**src/design/jsd_pkg.sv**
```systemverilog
// Shared types, codes and constants of the JSON string decoder.
`default_nettype none
package jsd_pkg;

  localparam int unsigned ByteW = 8;
  localparam int unsigned CpW   = 21;
  localparam int unsigned StatW = 2;

  localparam logic [ByteW-1:0] ChQuote = 8'h22;
  localparam logic [ByteW-1:0] ChBslash = 8'h5C;
  localparam logic [ByteW-1:0] ChSlash = 8'h2F;
  localparam logic [ByteW-1:0] ChU = 8'h75;
  localparam logic [ByteW-1:0] ChB = 8'h62;
  localparam logic [ByteW-1:0] ChT = 8'h74;
  localparam logic [ByteW-1:0] ChN = 8'h6E;
  localparam logic [ByteW-1:0] ChF = 8'h66;
  localparam logic [ByteW-1:0] ChR = 8'h72;
  localparam logic [ByteW-1:0] ChSpace = 8'h20;
  localparam logic [ByteW-1:0] ChDel = 8'h7F;

  localparam logic [CpW-1:0] CpMax = 21'h10FFFF;
  localparam logic [CpW-1:0] Lo2 = 21'h000080;
  localparam logic [CpW-1:0] Lo3 = 21'h000800;
  localparam logic [CpW-1:0] Lo4 = 21'h010000;
  localparam logic [CpW-1:0] SurMin = 21'h00D800;
  localparam logic [CpW-1:0] SurMax = 21'h00DFFF;
  localparam logic [15:0] HiMin = 16'hD800;
  localparam logic [15:0] HiMax = 16'hDBFF;
  localparam logic [15:0] LoMin = 16'hDC00;
  localparam logic [15:0] LoMax = 16'hDFFF;
  localparam logic [CpW-1:0] SuppBase = 21'h010000;

  typedef enum logic [StatW-1:0] {
    STAT_CHAR = 2'd0,
    STAT_DONE = 2'd1,
    STAT_ERR  = 2'd2
  } status_t;

  typedef struct packed {
    logic           valid;
    status_t        status;
    logic [CpW-1:0] code_point;
  } jsd_res_t;

  // bit 4 set: not a hex digit
  function automatic logic [4:0] hex_digit(input logic [ByteW-1:0] b);
    logic [4:0] d;
    d = 5'h10;
    if (b >= 8'h30 && b <= 8'h39) d = {1'b0, 4'(b - 8'h30)};
    else if (b >= 8'h61 && b <= 8'h66) d = {1'b0, 4'(b - 8'h57)};
    else if (b >= 8'h41 && b <= 8'h46) d = {1'b0, 4'(b - 8'h37)};
    return d;
  endfunction

endpackage
`default_nettype wire

```
**src/design/jsd_in_stage.sv**
```systemverilog
// Input register stage of the JSON string decoder.
`default_nettype none
module jsd_in_stage
  import jsd_pkg::*;
(
  input  wire logic             clk,
  input  wire logic             rst_n,
  input  wire logic             in_valid,
  output logic                  in_stall,
  input  wire logic [ByteW-1:0] in_byte_req,
  input  wire logic             in_end_of_input,
  input  wire logic             take,
  output logic                  s1_valid,
  output logic [ByteW-1:0]      s1_byte,
  output logic                  s1_eoi
);

  logic             valid_r;
  logic [ByteW-1:0] byte_r;
  logic             eoi_r;
  logic             load;

  assign load     = !valid_r || take;
  assign in_stall = !load;

  always_ff @(posedge clk) begin
    if (!rst_n) begin
      valid_r <= 1'b0;
    end else if (load) begin
      valid_r <= in_valid;
    end
  end

  always_ff @(posedge clk) begin
    if (load && in_valid) begin
      byte_r <= in_byte_req;
      eoi_r  <= in_end_of_input;
    end
  end

  assign s1_valid = valid_r;
  assign s1_byte  = byte_r;
  assign s1_eoi   = eoi_r;

endmodule
`default_nettype wire

```
**src/design/jsd_core.sv**
```systemverilog
// Scan state machine: UTF-8 decode, escape and surrogate-pair handling.
`default_nettype none
module jsd_core
  import jsd_pkg::*;
(
  input  wire logic             clk,
  input  wire logic             rst_n,
  input  wire logic             step,
  input  wire logic [ByteW-1:0] b,
  input  wire logic             eoi,
  output jsd_res_t              res
);

  typedef enum logic [15:0] {
    S_IDLE  = 16'h0001,
    S_BODY  = 16'h0002,
    S_CONT1 = 16'h0004,
    S_CONT2 = 16'h0008,
    S_CONT3 = 16'h0010,
    S_ESC   = 16'h0020,
    S_HI0   = 16'h0040,
    S_HI1   = 16'h0080,
    S_HI2   = 16'h0100,
    S_HI3   = 16'h0200,
    S_LBS   = 16'h0400,
    S_LU    = 16'h0800,
    S_LO0   = 16'h1000,
    S_LO1   = 16'h2000,
    S_LO2   = 16'h4000,
    S_LO3   = 16'h8000
  } scan_t;

  scan_t          state_r, state_nxt;
  logic [CpW-1:0] pc_r, pc_nxt;
  logic [1:0]     len_r, len_nxt;
  logic [9:0]     hs_r, hs_nxt;

  logic [CpW-1:0] cont_val;
  logic [CpW-1:0] lo_bound;
  logic [4:0]     dig;
  logic [15:0]    hex_val;
  logic           fail;
  logic           clear;

  always_comb begin
    cont_val = {pc_r[14:0], b[5:0]};
    dig      = hex_digit(b);
    hex_val  = {pc_r[11:0], dig[3:0]};
    case (len_r)
      2'd1:    lo_bound = Lo2;
      2'd2:    lo_bound = Lo3;
      default: lo_bound = Lo4;
    endcase
  end

  always_comb begin
    state_nxt      = state_r;
    pc_nxt         = pc_r;
    len_nxt        = len_r;
    hs_nxt         = hs_r;
    fail           = 1'b0;
    clear          = 1'b0;
    res.valid      = 1'b0;
    res.status     = STAT_CHAR;
    res.code_point = '0;
    if (eoi) begin
      fail = 1'b1;
    end else begin
      unique case (state_r)
        S_IDLE: begin
          if (b != ChQuote) fail = 1'b1;
          else state_nxt = S_BODY;
        end
        S_BODY: begin
          if (b == ChQuote) begin
            clear      = 1'b1;
            res.valid  = 1'b1;
            res.status = STAT_DONE;
          end else if (b == ChBslash) begin
            state_nxt = S_ESC;
          end else if (b < ChSpace || b == ChDel) begin
            fail = 1'b1;
          end else if (!b[7]) begin
            res.valid      = 1'b1;
            res.code_point = {13'd0, b};
          end else if (b < 8'hC0 || b >= 8'hF8) begin
            fail = 1'b1;
          end else if (b < 8'hE0) begin
            pc_nxt    = {16'd0, b[4:0]};
            len_nxt   = 2'd1;
            state_nxt = S_CONT1;
          end else if (b < 8'hF0) begin
            pc_nxt    = {17'd0, b[3:0]};
            len_nxt   = 2'd2;
            state_nxt = S_CONT2;
          end else begin
            pc_nxt    = {18'd0, b[2:0]};
            len_nxt   = 2'd3;
            state_nxt = S_CONT3;
          end
        end
        S_CONT1, S_CONT2, S_CONT3: begin
          if (b[7:6] != 2'b10) begin
            fail = 1'b1;
          end else if (state_r == S_CONT3) begin
            pc_nxt    = cont_val;
            state_nxt = S_CONT2;
          end else if (state_r == S_CONT2) begin
            pc_nxt    = cont_val;
            state_nxt = S_CONT1;
          end else if (cont_val < lo_bound || cont_val > CpMax ||
                       (cont_val >= SurMin && cont_val <= SurMax)) begin
            fail = 1'b1;
          end else begin
            pc_nxt         = '0;
            len_nxt        = 2'd0;
            state_nxt      = S_BODY;
            res.valid      = 1'b1;
            res.code_point = cont_val;
          end
        end
        S_ESC: begin
          state_nxt = S_BODY;
          res.valid = 1'b1;
          case (b)
            ChB:      res.code_point = 21'h08;
            ChT:      res.code_point = 21'h09;
            ChN:      res.code_point = 21'h0A;
            ChF:      res.code_point = 21'h0C;
            ChR:      res.code_point = 21'h0D;
            ChBslash: res.code_point = {13'd0, ChBslash};
            ChSlash:  res.code_point = {13'd0, ChSlash};
            ChQuote:  res.code_point = {13'd0, ChQuote};
            ChU: begin
              res.valid = 1'b0;
              pc_nxt    = '0;
              state_nxt = S_HI0;
            end
            default: begin
              res.valid = 1'b0;
              fail      = 1'b1;
            end
          endcase
        end
        S_HI0, S_HI1, S_HI2, S_LO0, S_LO1, S_LO2: begin
          if (dig[4]) begin
            fail = 1'b1;
          end else begin
            pc_nxt = {5'd0, hex_val};
            case (state_r)
              S_HI0:   state_nxt = S_HI1;
              S_HI1:   state_nxt = S_HI2;
              S_HI2:   state_nxt = S_HI3;
              S_LO0:   state_nxt = S_LO1;
              S_LO1:   state_nxt = S_LO2;
              default: state_nxt = S_LO3;
            endcase
          end
        end
        S_HI3: begin
          if (dig[4] || (hex_val >= LoMin && hex_val <= LoMax)) begin
            fail = 1'b1;
          end else if (hex_val >= HiMin && hex_val <= HiMax) begin
            pc_nxt    = '0;
            hs_nxt    = hex_val[9:0];
            state_nxt = S_LBS;
          end else begin
            pc_nxt         = '0;
            state_nxt      = S_BODY;
            res.valid      = 1'b1;
            res.code_point = {5'd0, hex_val};
          end
        end
        S_LBS: begin
          if (b != ChBslash) fail = 1'b1;
          else state_nxt = S_LU;
        end
        S_LU: begin
          if (b != ChU) begin
            fail = 1'b1;
          end else begin
            pc_nxt    = '0;
            state_nxt = S_LO0;
          end
        end
        S_LO3: begin
          if (dig[4] || hex_val < LoMin || hex_val > LoMax) begin
            fail = 1'b1;
          end else begin
            hs_nxt         = '0;
            pc_nxt         = '0;
            state_nxt      = S_BODY;
            res.valid      = 1'b1;
            res.code_point = SuppBase + {1'b0, hs_r, hex_val[9:0]};
          end
        end
        default: clear = 1'b1;
      endcase
    end
    if (fail) begin
      clear          = 1'b1;
      res.valid      = 1'b1;
      res.status     = STAT_ERR;
      res.code_point = '0;
    end
    if (clear) begin
      state_nxt = S_IDLE;
      pc_nxt    = '0;
      len_nxt   = 2'd0;
      hs_nxt    = '0;
    end
  end

  always_ff @(posedge clk) begin
    if (!rst_n) begin
      state_r <= S_IDLE;
      pc_r    <= '0;
      len_r   <= 2'd0;
      hs_r    <= '0;
    end else if (step) begin
      state_r <= state_nxt;
      pc_r    <= pc_nxt;
      len_r   <= len_nxt;
      hs_r    <= hs_nxt;
    end
  end

endmodule
`default_nettype wire

```
**src/design/jsd_out_stage.sv**
```systemverilog
// Result register stage of the JSON string decoder.
`default_nettype none
module jsd_out_stage
  import jsd_pkg::*;
(
  input  wire logic           clk,
  input  wire logic           rst_n,
  input  wire logic           push,
  input  wire jsd_res_t       res,
  output logic                free,
  output logic                out_valid,
  input  wire logic           out_stall,
  output logic [StatW-1:0]    out_status,
  output logic [CpW-1:0]      out_code_point
);

  logic             valid_r;
  status_t          status_r;
  logic [CpW-1:0]   cp_r;

  assign free = !valid_r || !out_stall;

  always_ff @(posedge clk) begin
    if (!rst_n) begin
      valid_r <= 1'b0;
    end else if (free) begin
      valid_r <= push;
    end
  end

  always_ff @(posedge clk) begin
    if (free && push) begin
      status_r <= res.status;
      cp_r     <= res.code_point;
    end
  end

  assign out_valid      = valid_r;
  assign out_status     = status_r;
  assign out_code_point = cp_r;

endmodule
`default_nettype wire

```
**src/design/json_string_decoder_unit.sv**
```systemverilog
// JSON string decoder with UTF-8 and escape decoding, top level: one byte per cycle unless stalled.
//
// Takes JSON text one byte per cycle unless stalled, starting at the opening quote, and
// yields at most one result per byte: a decoded code point, a done result on the closing
// quote, or an error, after which the block waits for the next opening quote. Every byte
// passes through an input register, the combinational scan-state logic and a result
// register, so a new byte can be accepted in every cycle while results drain. The input
// stalls only when a byte that yields a result meets a full result register held by out_stall.
`default_nettype none
module json_string_decoder_unit
  import jsd_pkg::*;
(
  input  wire logic             clk,
  input  wire logic             rst_n,
  input  wire logic             in_valid,
  output logic                  in_stall,
  input  wire logic [ByteW-1:0] in_byte_req,
  input  wire logic             in_end_of_input,
  output logic                  out_valid,
  input  wire logic             out_stall,
  output logic [StatW-1:0]      out_status,
  output logic [CpW-1:0]        out_code_point
);

  logic             s1_valid;
  logic [ByteW-1:0] s1_byte;
  logic             s1_eoi;
  logic             take;
  logic             out_free;
  jsd_res_t         res;

  assign take = s1_valid && (!res.valid || out_free);

  jsd_in_stage u_in (
    .clk             (clk),
    .rst_n           (rst_n),
    .in_valid        (in_valid),
    .in_stall        (in_stall),
    .in_byte_req     (in_byte_req),
    .in_end_of_input (in_end_of_input),
    .take            (take),
    .s1_valid        (s1_valid),
    .s1_byte         (s1_byte),
    .s1_eoi          (s1_eoi)
  );

  jsd_core u_core (
    .clk   (clk),
    .rst_n (rst_n),
    .step  (take),
    .b     (s1_byte),
    .eoi   (s1_eoi),
    .res   (res)
  );

  jsd_out_stage u_out (
    .clk            (clk),
    .rst_n          (rst_n),
    .push           (take && res.valid),
    .res            (res),
    .free           (out_free),
    .out_valid      (out_valid),
    .out_stall      (out_stall),
    .out_status     (out_status),
    .out_code_point (out_code_point)
  );

  a_zero_cp_unless_char: assert property (@(posedge clk) disable iff (!rst_n)
    out_valid && out_status != STAT_CHAR |-> out_code_point == '0)
    else $error("code point not zero on done or error result");

  a_scalar_value: assert property (@(posedge clk) disable iff (!rst_n)
    out_valid && out_status == STAT_CHAR |->
      out_code_point <= CpMax && (out_code_point < SurMin || out_code_point > SurMax))
    else $error("decoded code point is not a Unicode scalar value");

  a_known_status: assert property (@(posedge clk) disable iff (!rst_n)
    out_valid |-> out_status == STAT_CHAR || out_status == STAT_DONE ||
                  out_status == STAT_ERR)
    else $error("result status code out of range");

  a_stall_only_full: assert property (@(posedge clk) disable iff (!rst_n)
    in_stall |-> s1_valid && res.valid && out_valid && out_stall)
    else $error("input stalled without a blocked result");

  a_reset_empty: assert property (@(posedge clk) !rst_n |=> !out_valid)
    else $error("result valid right after reset");

endmodule
`default_nettype wire

```
**config.mk**
```make
export PLATFORM = sky130hd
export DESIGN_NAME = json_string_decoder_unit
export DESIGN_NICKNAME = d
export VERILOG_FILES = /design/src/design/jsd_pkg.sv /design/src/design/jsd_in_stage.sv /design/src/design/jsd_core.sv /design/src/design/jsd_out_stage.sv /design/src/design/json_string_decoder_unit.sv
export SDC_FILE = /design/constraint.sdc
export NUM_CORES = 1
export LEC_CHECK = 0
export ABC_AREA = 1
export BUFFER_PORTS_ARGS = -buffer_cell sky130_fd_sc_hd__buf_4
export CAP_MARGIN = 25
export CORE_UTILIZATION = 50
export CTS_CLUSTER_DIAMETER = 150
export DETAILED_ROUTE_END_ITERATION = 10
export PLACE_DENSITY = 0.64
export SLEW_MARGIN = 10
export SYNTH_ARGS = -nofsm -noshare
export SYNTH_HDL_FRONTEND = slang
export SYNTH_SLANG_ARGS = --single-unit
```
**constraint.sdc**
```tcl
create_clock -name clk -period 4.1 [get_ports clk]
set_clock_uncertainty 0.2 [all_clocks]
set_input_delay 0.82 -clock clk [delete_from_list [all_inputs] [get_ports clk]]
set_output_delay 0.82 -clock clk [all_outputs]
set_load 0.01 [all_outputs]
```
## Word-level counts from Yosys, hierarchy flattened

Cells that the tools add are included.

- Equality and inequality tests: 54
- Multipliers: 0
- Magnitude comparators: 21
- Add/subtract/negate cells: 4
- Divide/modulo/power cells: 0
- Reduce and logical (&&, ||, !) cells: 40
- Muxes and demuxes: 118
- Shift-type cells: 0
- Bitwise gates (word level): 1

Operator list:

| cell | count |
|---|---|
| $mux W16 | 19 |
| $mux W15 | 16 |
| $mux W21 | 9 |
| $pmux W16 S9 | 1 |
| $pmux W15 S7 | 1 |
| $pmux W21 S5 | 1 |
| $pmux W16 S5 | 1 |
| $eq A8 B7 Y1 const B | 8 |
| $pmux W7 S8 | 1 |
| $mux W10 | 5 |
| $mux W24 | 2 |
| $ne A3 B2 Y1 const B | 14 |
| $mux W1 | 35 |
| $pmux W17 S2 | 1 |
| $ge A16 B16 Y1 const B | 2 |
| $le A16 B16 Y1 const B | 2 |
| $reduce_and A15 Y1 | 2 |
| $mux W5 | 5 |
| $lt A8 B8 Y1 const B | 3 |
| $mux W2 | 12 |
| $add A17 B20 Y21 const A | 1 |
| $ge A21 B16 Y1 const B | 1 |
| $gt A21 B21 Y1 const B | 1 |
| $le A21 B16 Y1 const B | 1 |
| 61 further kinds | 94 |

- Bits in read-only memories: 0
- Register bits after elaboration: 77
- Input port bits: 13
- Output and inout bits: 25
- Word-level logic and storage cells: 249
- Memories: 0
- Latch bits: 0
- RAM bits: 0

## Longest topological paths before layout

- Word-level depth: 17
- Mapped depth: 22

## Cells and area by module

Synthesis repeated with hierarchy kept, for this count alone.

- Cell total of the unflattened synthesis: 880
- Area total of the unflattened synthesis: 5612.9 sq um

By module, submodules not included:

| module | area each (sq um) | times used | cells an instance |
|---|---|---|---|
| jsd_core | 4529.3 | 1 | 829 |
| jsd_out_stage | 738.2 | 1 | 29 |
| jsd_in_stage | 320.3 | 1 | 17 |
| json_string_decoder_unit | 25.0 | 1 | 5 |

## Worst setup path before layout

Ideal clock, no wire load.

- Path type: reg2reg
- Start: register u_core.len_r[0]
- End: register u_out.cp_r[0] (netlist: u_out.out_code_point[0]), enable pin
- Setup time: 0.378 ns
- Arrival: 2.714 ns
- Slack: 0.808 ns
- Cell stages (with the launch flop): 18
- Cells stage by stage: dfxtp_1 > inv_1 > ha_1 > inv_1 > ha_1 > a21oi_1 > o21ai_0 > nor2_1 > nand2_1 > nand3_2 > inv_1 > nand2_4 > nand2_1 > nor2_2 > nand4_2 > a21boi_0 > nand2_1 > inv_1

- Longest elaborated chain between the ends: 17

Ends and longest elaborated chain:

| item | line | source |
|---|---|---|
| from (decl) | jsd_core.sv:35 | `logic [1:0] len_r, len_nxt;` |
| from (signal assigned) | jsd_core.sv:223 | `len_r <= len_nxt;` |
| $eq A2 B2 Y1 / $eq A2 B1 Y1 (equally long branches) | jsd_core.sv:49 | `case (len_r)` |
| $pmux W17 S2 (*) | jsd_core.sv:49 |  |
| $lt A21 B17 Y1 (*) | jsd_core.sv:111 | `end else if (cont_val < lo_bound \|\| cont_val > CpMax \|\|` |
| $logic_or A1 B1 Y1 (*) (2 in series) | jsd_core.sv:111 |  |
| $mux W1 | jsd_core.sv:111 |  |
| $mux W1 | jsd_core.sv:108 | `end else if (state_r == S_CONT2) begin` |
| $mux W1 | jsd_core.sv:105 | `end else if (state_r == S_CONT3) begin` |
| $mux W1 | jsd_core.sv:103 | `if (b[7:6] != 2'b10) begin` |
| $pmux W1 S9 / $pmux W1 S5 (equally long branches) | jsd_core.sv:69 | `unique case (state_r)` |
| $mux W1 / $mux W24 (equally long branches) | jsd_core.sv:66 | `if (eoi) begin` |
| $mux W24 (*) | jsd_core.sv:200 | `if (fail) begin` |
| $logic_not A1 Y1 | json_string_decoder_unit.sv:32 | `assign take = s1_valid && (!res.valid \|\| out_free);` |
| $logic_or A1 B1 Y1 | json_string_decoder_unit.sv:32 |  |
| $logic_and A1 B1 Y1 | json_string_decoder_unit.sv:32 |  |
| $logic_and A1 B1 Y1 (*) | json_string_decoder_unit.sv:59 | `.push (take && res.valid),` |
| $logic_and A1 B1 Y1 (*) | jsd_out_stage.sv:32 | `if (free && push) begin` |
| to (signal assigned) | jsd_out_stage.sv:34 | `cp_r <= res.code_point;` |
| to (decl) | jsd_out_stage.sv:19 | `logic [CpW-1:0] cp_r;` |

Mark *: on every way between the ends. The rest lies on a longest branch, timed or not.
A chain may end at the register's enable or synchronous reset.

## Worst setup path after layout

- Start: register u_in.byte_r[1] (netlist: u_in.s1_byte[1])
- End: output in_stall

- Longest elaborated chain between the ends: 17

Ends and longest elaborated chain:

| item | line | source |
|---|---|---|
| from (decl) | jsd_in_stage.sv:19 | `logic [ByteW-1:0] byte_r;` |
| from (signal assigned) | jsd_in_stage.sv:36 | `byte_r <= in_byte_req;` |
| $ge A8 B7 Y1 / $le A8 B7 Y1 (equally long branches) | jsd_pkg.sv:51 | `else if (b >= 8'h41 && b <= 8'h46) d = {1'b0, 4'(b - 8'h37)};` |
| $logic_and A1 B1 Y1 | jsd_pkg.sv:51 |  |
| $mux W5 | jsd_pkg.sv:51 |  |
| $mux W5 | jsd_pkg.sv:50 | `else if (b >= 8'h61 && b <= 8'h66) d = {1'b0, 4'(b - 8'h57)};` |
| $mux W5 | jsd_pkg.sv:49 | `if (b >= 8'h30 && b <= 8'h39) d = {1'b0, 4'(b - 8'h30)};` |
| $ge A16 B16 Y1, or another cell as far along | jsd_core.sv:163 | `end else if (hex_val >= HiMin && hex_val <= HiMax) begin` |
| $logic_and A1 B1 Y1, or another cell as far along | jsd_core.sv:163 |  |
| $mux W1, or another cell as far along | jsd_core.sv:163 |  |
| $mux W1, on equally long branches | jsd_core.sv:161, jsd_core.sv:187 |  |
| $pmux W1 S5 / $pmux W1 S9 (equally long branches) | jsd_core.sv:69 |  |
| $mux W24 / $mux W1 (equally long branches) | jsd_core.sv:66 |  |
| $mux W24 (*) | jsd_core.sv:200 |  |
| $logic_not A1 Y1 (*) | json_string_decoder_unit.sv:32 |  |
| $logic_or A1 B1 Y1 (*) | json_string_decoder_unit.sv:32 |  |
| $logic_and A1 B1 Y1 (*) | json_string_decoder_unit.sv:32 |  |
| $logic_or A1 B1 Y1 (*) | jsd_in_stage.sv:23 | `assign load = !valid_r \|\| take;` |
| $logic_not A1 Y1 (*) | jsd_in_stage.sv:24 | `assign in_stall = !load;` |
| to (decl) | json_string_decoder_unit.sv:16 | `output logic in_stall,` |

Marks and branches as above.

==> flow_summary.yaml <==
timing:
  rsz0062_at_grt: "no"
  period_share_pct: 96.1
  setup_viol: 0
  timing.fmax_mhz: 254
  final_hold_viol_count: 0
  slew_violations: 0
  hold_slack_ns: 0.309
  tightest_slew_ns: 0.752
  period_minus_slack_ns: 3.94
  setup_tns_ns: 0
  relSlewSlack_pct: 49.7
power:
  p_clk_share_pct: 32.1
  p_int_w: 0.00126
  power_density_mw_per_mm2: 313
  p_sw_share_pct: 32.9
  power.net_switching_w: 0.000616
  p_leak_nw: 2.85
  p_comb_share_pct: 20.1
  peakVddDrop_uv: 161
  seqPwrFrac_pct: 47.8
die:
  dieWidth_microns: 106
  die_h_microns: 106
  dieArea_sq_mm: 0.0113
  start_util_pct: 52.2
  num_rows: 37
  core_sq_mm: 0.0104
  io_pins: 38
final_layout:
  diodes: 0
  fillers: 1038
  final_cell_mix: "189 x nand2_1, 188 x nor2_1, 91 x inv_1"
  nets: 874
  syn_to_final_growth_pct: 10.1
  final_area_sq_mm: 0.00598
  post_layout_nonfiller_instances: 993
  layout_commonest_cell: "nand2_1"
  drive_gt1_share_pct: 13.9
grt:
  antenna_found_initial: 0
  grtUsageTotal_pct: 29.1
  met3_usage_pct: 4.29
  grt_pass1_wl_microns: 25100
  grt-ovfl-total: 0
  grt_max_degree: 36
  met2_usage_pct: 46.1
  gr-max-usage-layer: "met2"
  grt_pass1_vias: 4992
  met1_usage_pct: 39.9
clocking:
  cts-root-buf: "clkbuf_8"
  cts_hold_buf: 0
  clk_latency_ns: 0.38
  clock-sinks: 77
  tritoncts: "yes"
  cts.htree.levels: 3
  clkTransAtPathRegs_ns: 0.09
  cts.path.max_buffers: 2
  numCtsBuffers: 9
worst_hold_path:
  min-delay-start: "u_out.out_valid$_SDFFE_PN0P_"
  whs_path_depth: 2
  hold_end: "u_out.out_valid$_SDFFE_PN0P_"
  hold_class: "reg2reg"
worst_setup_path:
  crit_chain: "inv_1 > ha_1 > a21oi_1 > o21ai_1 > nand2_1 > nand2_2 > inv_2 > nor2_1 > nand2_2 > nand2_1 > nor2_2 > nand4_2 > nand3_2 > inv_1 > buf_4"
  cp_slowest_cell: "edfxtp_1"
  r2r_end: "u_out.out_code_point[10]$_SDFFCE_PP0P_"
  rr_startpoint: "u_in.s1_byte[1]$_DFFE_PP_"
  critical_path_class: "reg2out"
  start_kind: "flop"
  end_kind: "output pin"
  cp.required_ns: 3.08
  path_max_fanout: 6
  rr_worst_depth: 16
  crit_arrival_ns: 2.92
  r2r_setup_slack_ns: 0.25
  critical_path.max_stage_delay_ns: 0.46
synthesis:
  synth_edf_count: 32
  synth_warnings: 0
  ys.flop_type: "dfxtp_1"
  synth_cell_type_count: 44
  mappedNetlistArea_sq_mm: 0.00543
  ys_seq_area_share_pct: 34.3
  synth_top_cell_by_area: "edfxtp_1"
  synthDominantCellAreaShare_pct: 17.7
  synthTopCellsByArea: "edfxtp_1 18%, dfxtp_1 17%, nand2_1 13%"
  postSynthCellCount: 823
  synth_nets: 845
  synth_seq_cells: 77
  async_reset_ff_share_pct: 0
  avgSynthCellArea_sq_um: 6.60
flow_run:
  drv_cap: 0
route:
  viasPerCell: 5.55
  drt_first_pass_iters: 5
  ant_nets: 0
  wl_per_cell_microns: 16.0
  num_vias: 5508
  routed_wl_microns: 15900
  post-route-drc-count: 0
  drt_iter0_markers: 461
place:
  placed_cells: 976
  post_dp_cell_area_sq_mm: 0.00576
  gp_congestion: 0.967
  hpwl_microns: 12300
  portBuffers: 37
outcome:
  outcome: "finished clean"
[cell families (layout without fill, tap and decap cells)]
logic type               after synthesis  after routing  share of synthesized area [%]
AO/OA/AOI/OAI                         81             81                           9.19
AND/OR/NAND/NOR                      520            520                           43.7
buffers and inverters                135            169                           10.6
flip-flops                            77             77                           34.3
XOR/XNOR                               1              1                          0.161
adder cells (fa/ha/maj)                9              9                           2.07
[cell usage after synthesis (5+ instances only)]
library cell	count
nor2_2	10
a22oi_1	15
ha_1	9
nor2_1	188
nor3_1	13
nand3b_1	5
nand2_1	190
dfxtp_1	45
nand4_1	16
nand3_2	6
nand3_1	62
inv_1	91
buf_2	8
inv_2	15
o22ai_1	13
buf_4	8
a21oi_1	29
nand2_4	6
nand2_2	7
clkbuf_1	7
edfxtp_1	32
o21ai_0	7
[power groups by stage]
stage	clock network [W]	registers, W	logic [W]
after global placement	0	0.000911	0.000362
final	0.000600	0.000895	0.000376
after global routing	0.000629	0.000899	0.000423
after CTS	0.000606	0.000894	0.000371
after floorplan	0	0.000893	0.000294
after detailed placement	0	0.000912	0.000370
[layout make-up]
class	count	area [sq um]	share of cell area (%)
Clock buffer	12	178	2.97
Tap cell	136	170	2.85
Sequential cell	77	1860	31.1
Clock inverter	4	26.3	0.439
Timing Repair Buffer	45	338	5.65
Multi-Input combinational cell	611	3000	50.2
Inverter	108	405	6.78
[per-stage QoR]
step | util, % | worst slack (ns) | total power, W
floorplan | - | 0.808 | 0.00119
global placement | 55.3 | 0.390 | 0.00127
detailed placement | 55.3 | 0.312 | 0.00128
CTS | 57.3 | 0.0932 | 0.00187
global route | 57.4 | 0.0150 | 0.00195
finish | 57.4 | 0.161 | 0.00187
[worst max path at each step]
stage	from	end	depth (start not counted)
final	u_in.s1_byte[1]$_DFFE_PP_	in_stall	15
after global routing	u_in.s1_byte[0]$_DFFE_PP_	in_stall	17
after CTS	u_in.s1_byte[0]$_DFFE_PP_	in_stall	15
after detailed placement	u_in.s1_byte[0]$_DFFE_PP_	u_out.out_code_point[19]$_SDFFCE_PP0P_	16
after global placement	u_in.s1_byte[0]$_DFFE_PP_	u_out.out_code_point[19]$_SDFFCE_PP0P_	16
after floorplan	u_core.len_r[0]$_SDFFE_PN0P_	u_out.out_code_point[0]$_SDFFCE_PP0P_	17
[registers in the layout (all words and copies together), names as in the netlist]
signal / flops
u_in.s1_byte: 8
u_core.pc_r: 15
u_core.len_r: 2
u_core.state_r: 16
u_out.out_valid: 1
u_core.hs_r: 10
u_in.s1_valid: 1
u_in.s1_eoi: 1
u_out.out_status: 2
u_out.out_code_point: 21
[worst max-delay path: cells and delay by family (launching register included)]
| kind | cells | cell delay (ns) |
|---|---|---|
| compound gates | 2 | 0.25 |
| simple gates | 8 | 1.09 |
| fa+ha+maj | 1 | 0.26 |
| flops | 1 | 0.46 |
| buf+inv | 4 | 0.50 |
[timing repair]
item	4_1_cts	5_1_grt
setup endpoints to repair	0	24
resized for setup	0	2
buffers inserted	0	1
[metal layers]
metal,routed length (microns),vias up,part of all wire [%]
li1,-,2705,-
met1,7180,2527,45
met2,7060,236,44
met3,1140,40,7.2
met4,496,0,3.1
met5,0,-,0
Note: power is estimated with default switching activity, not from simulation.
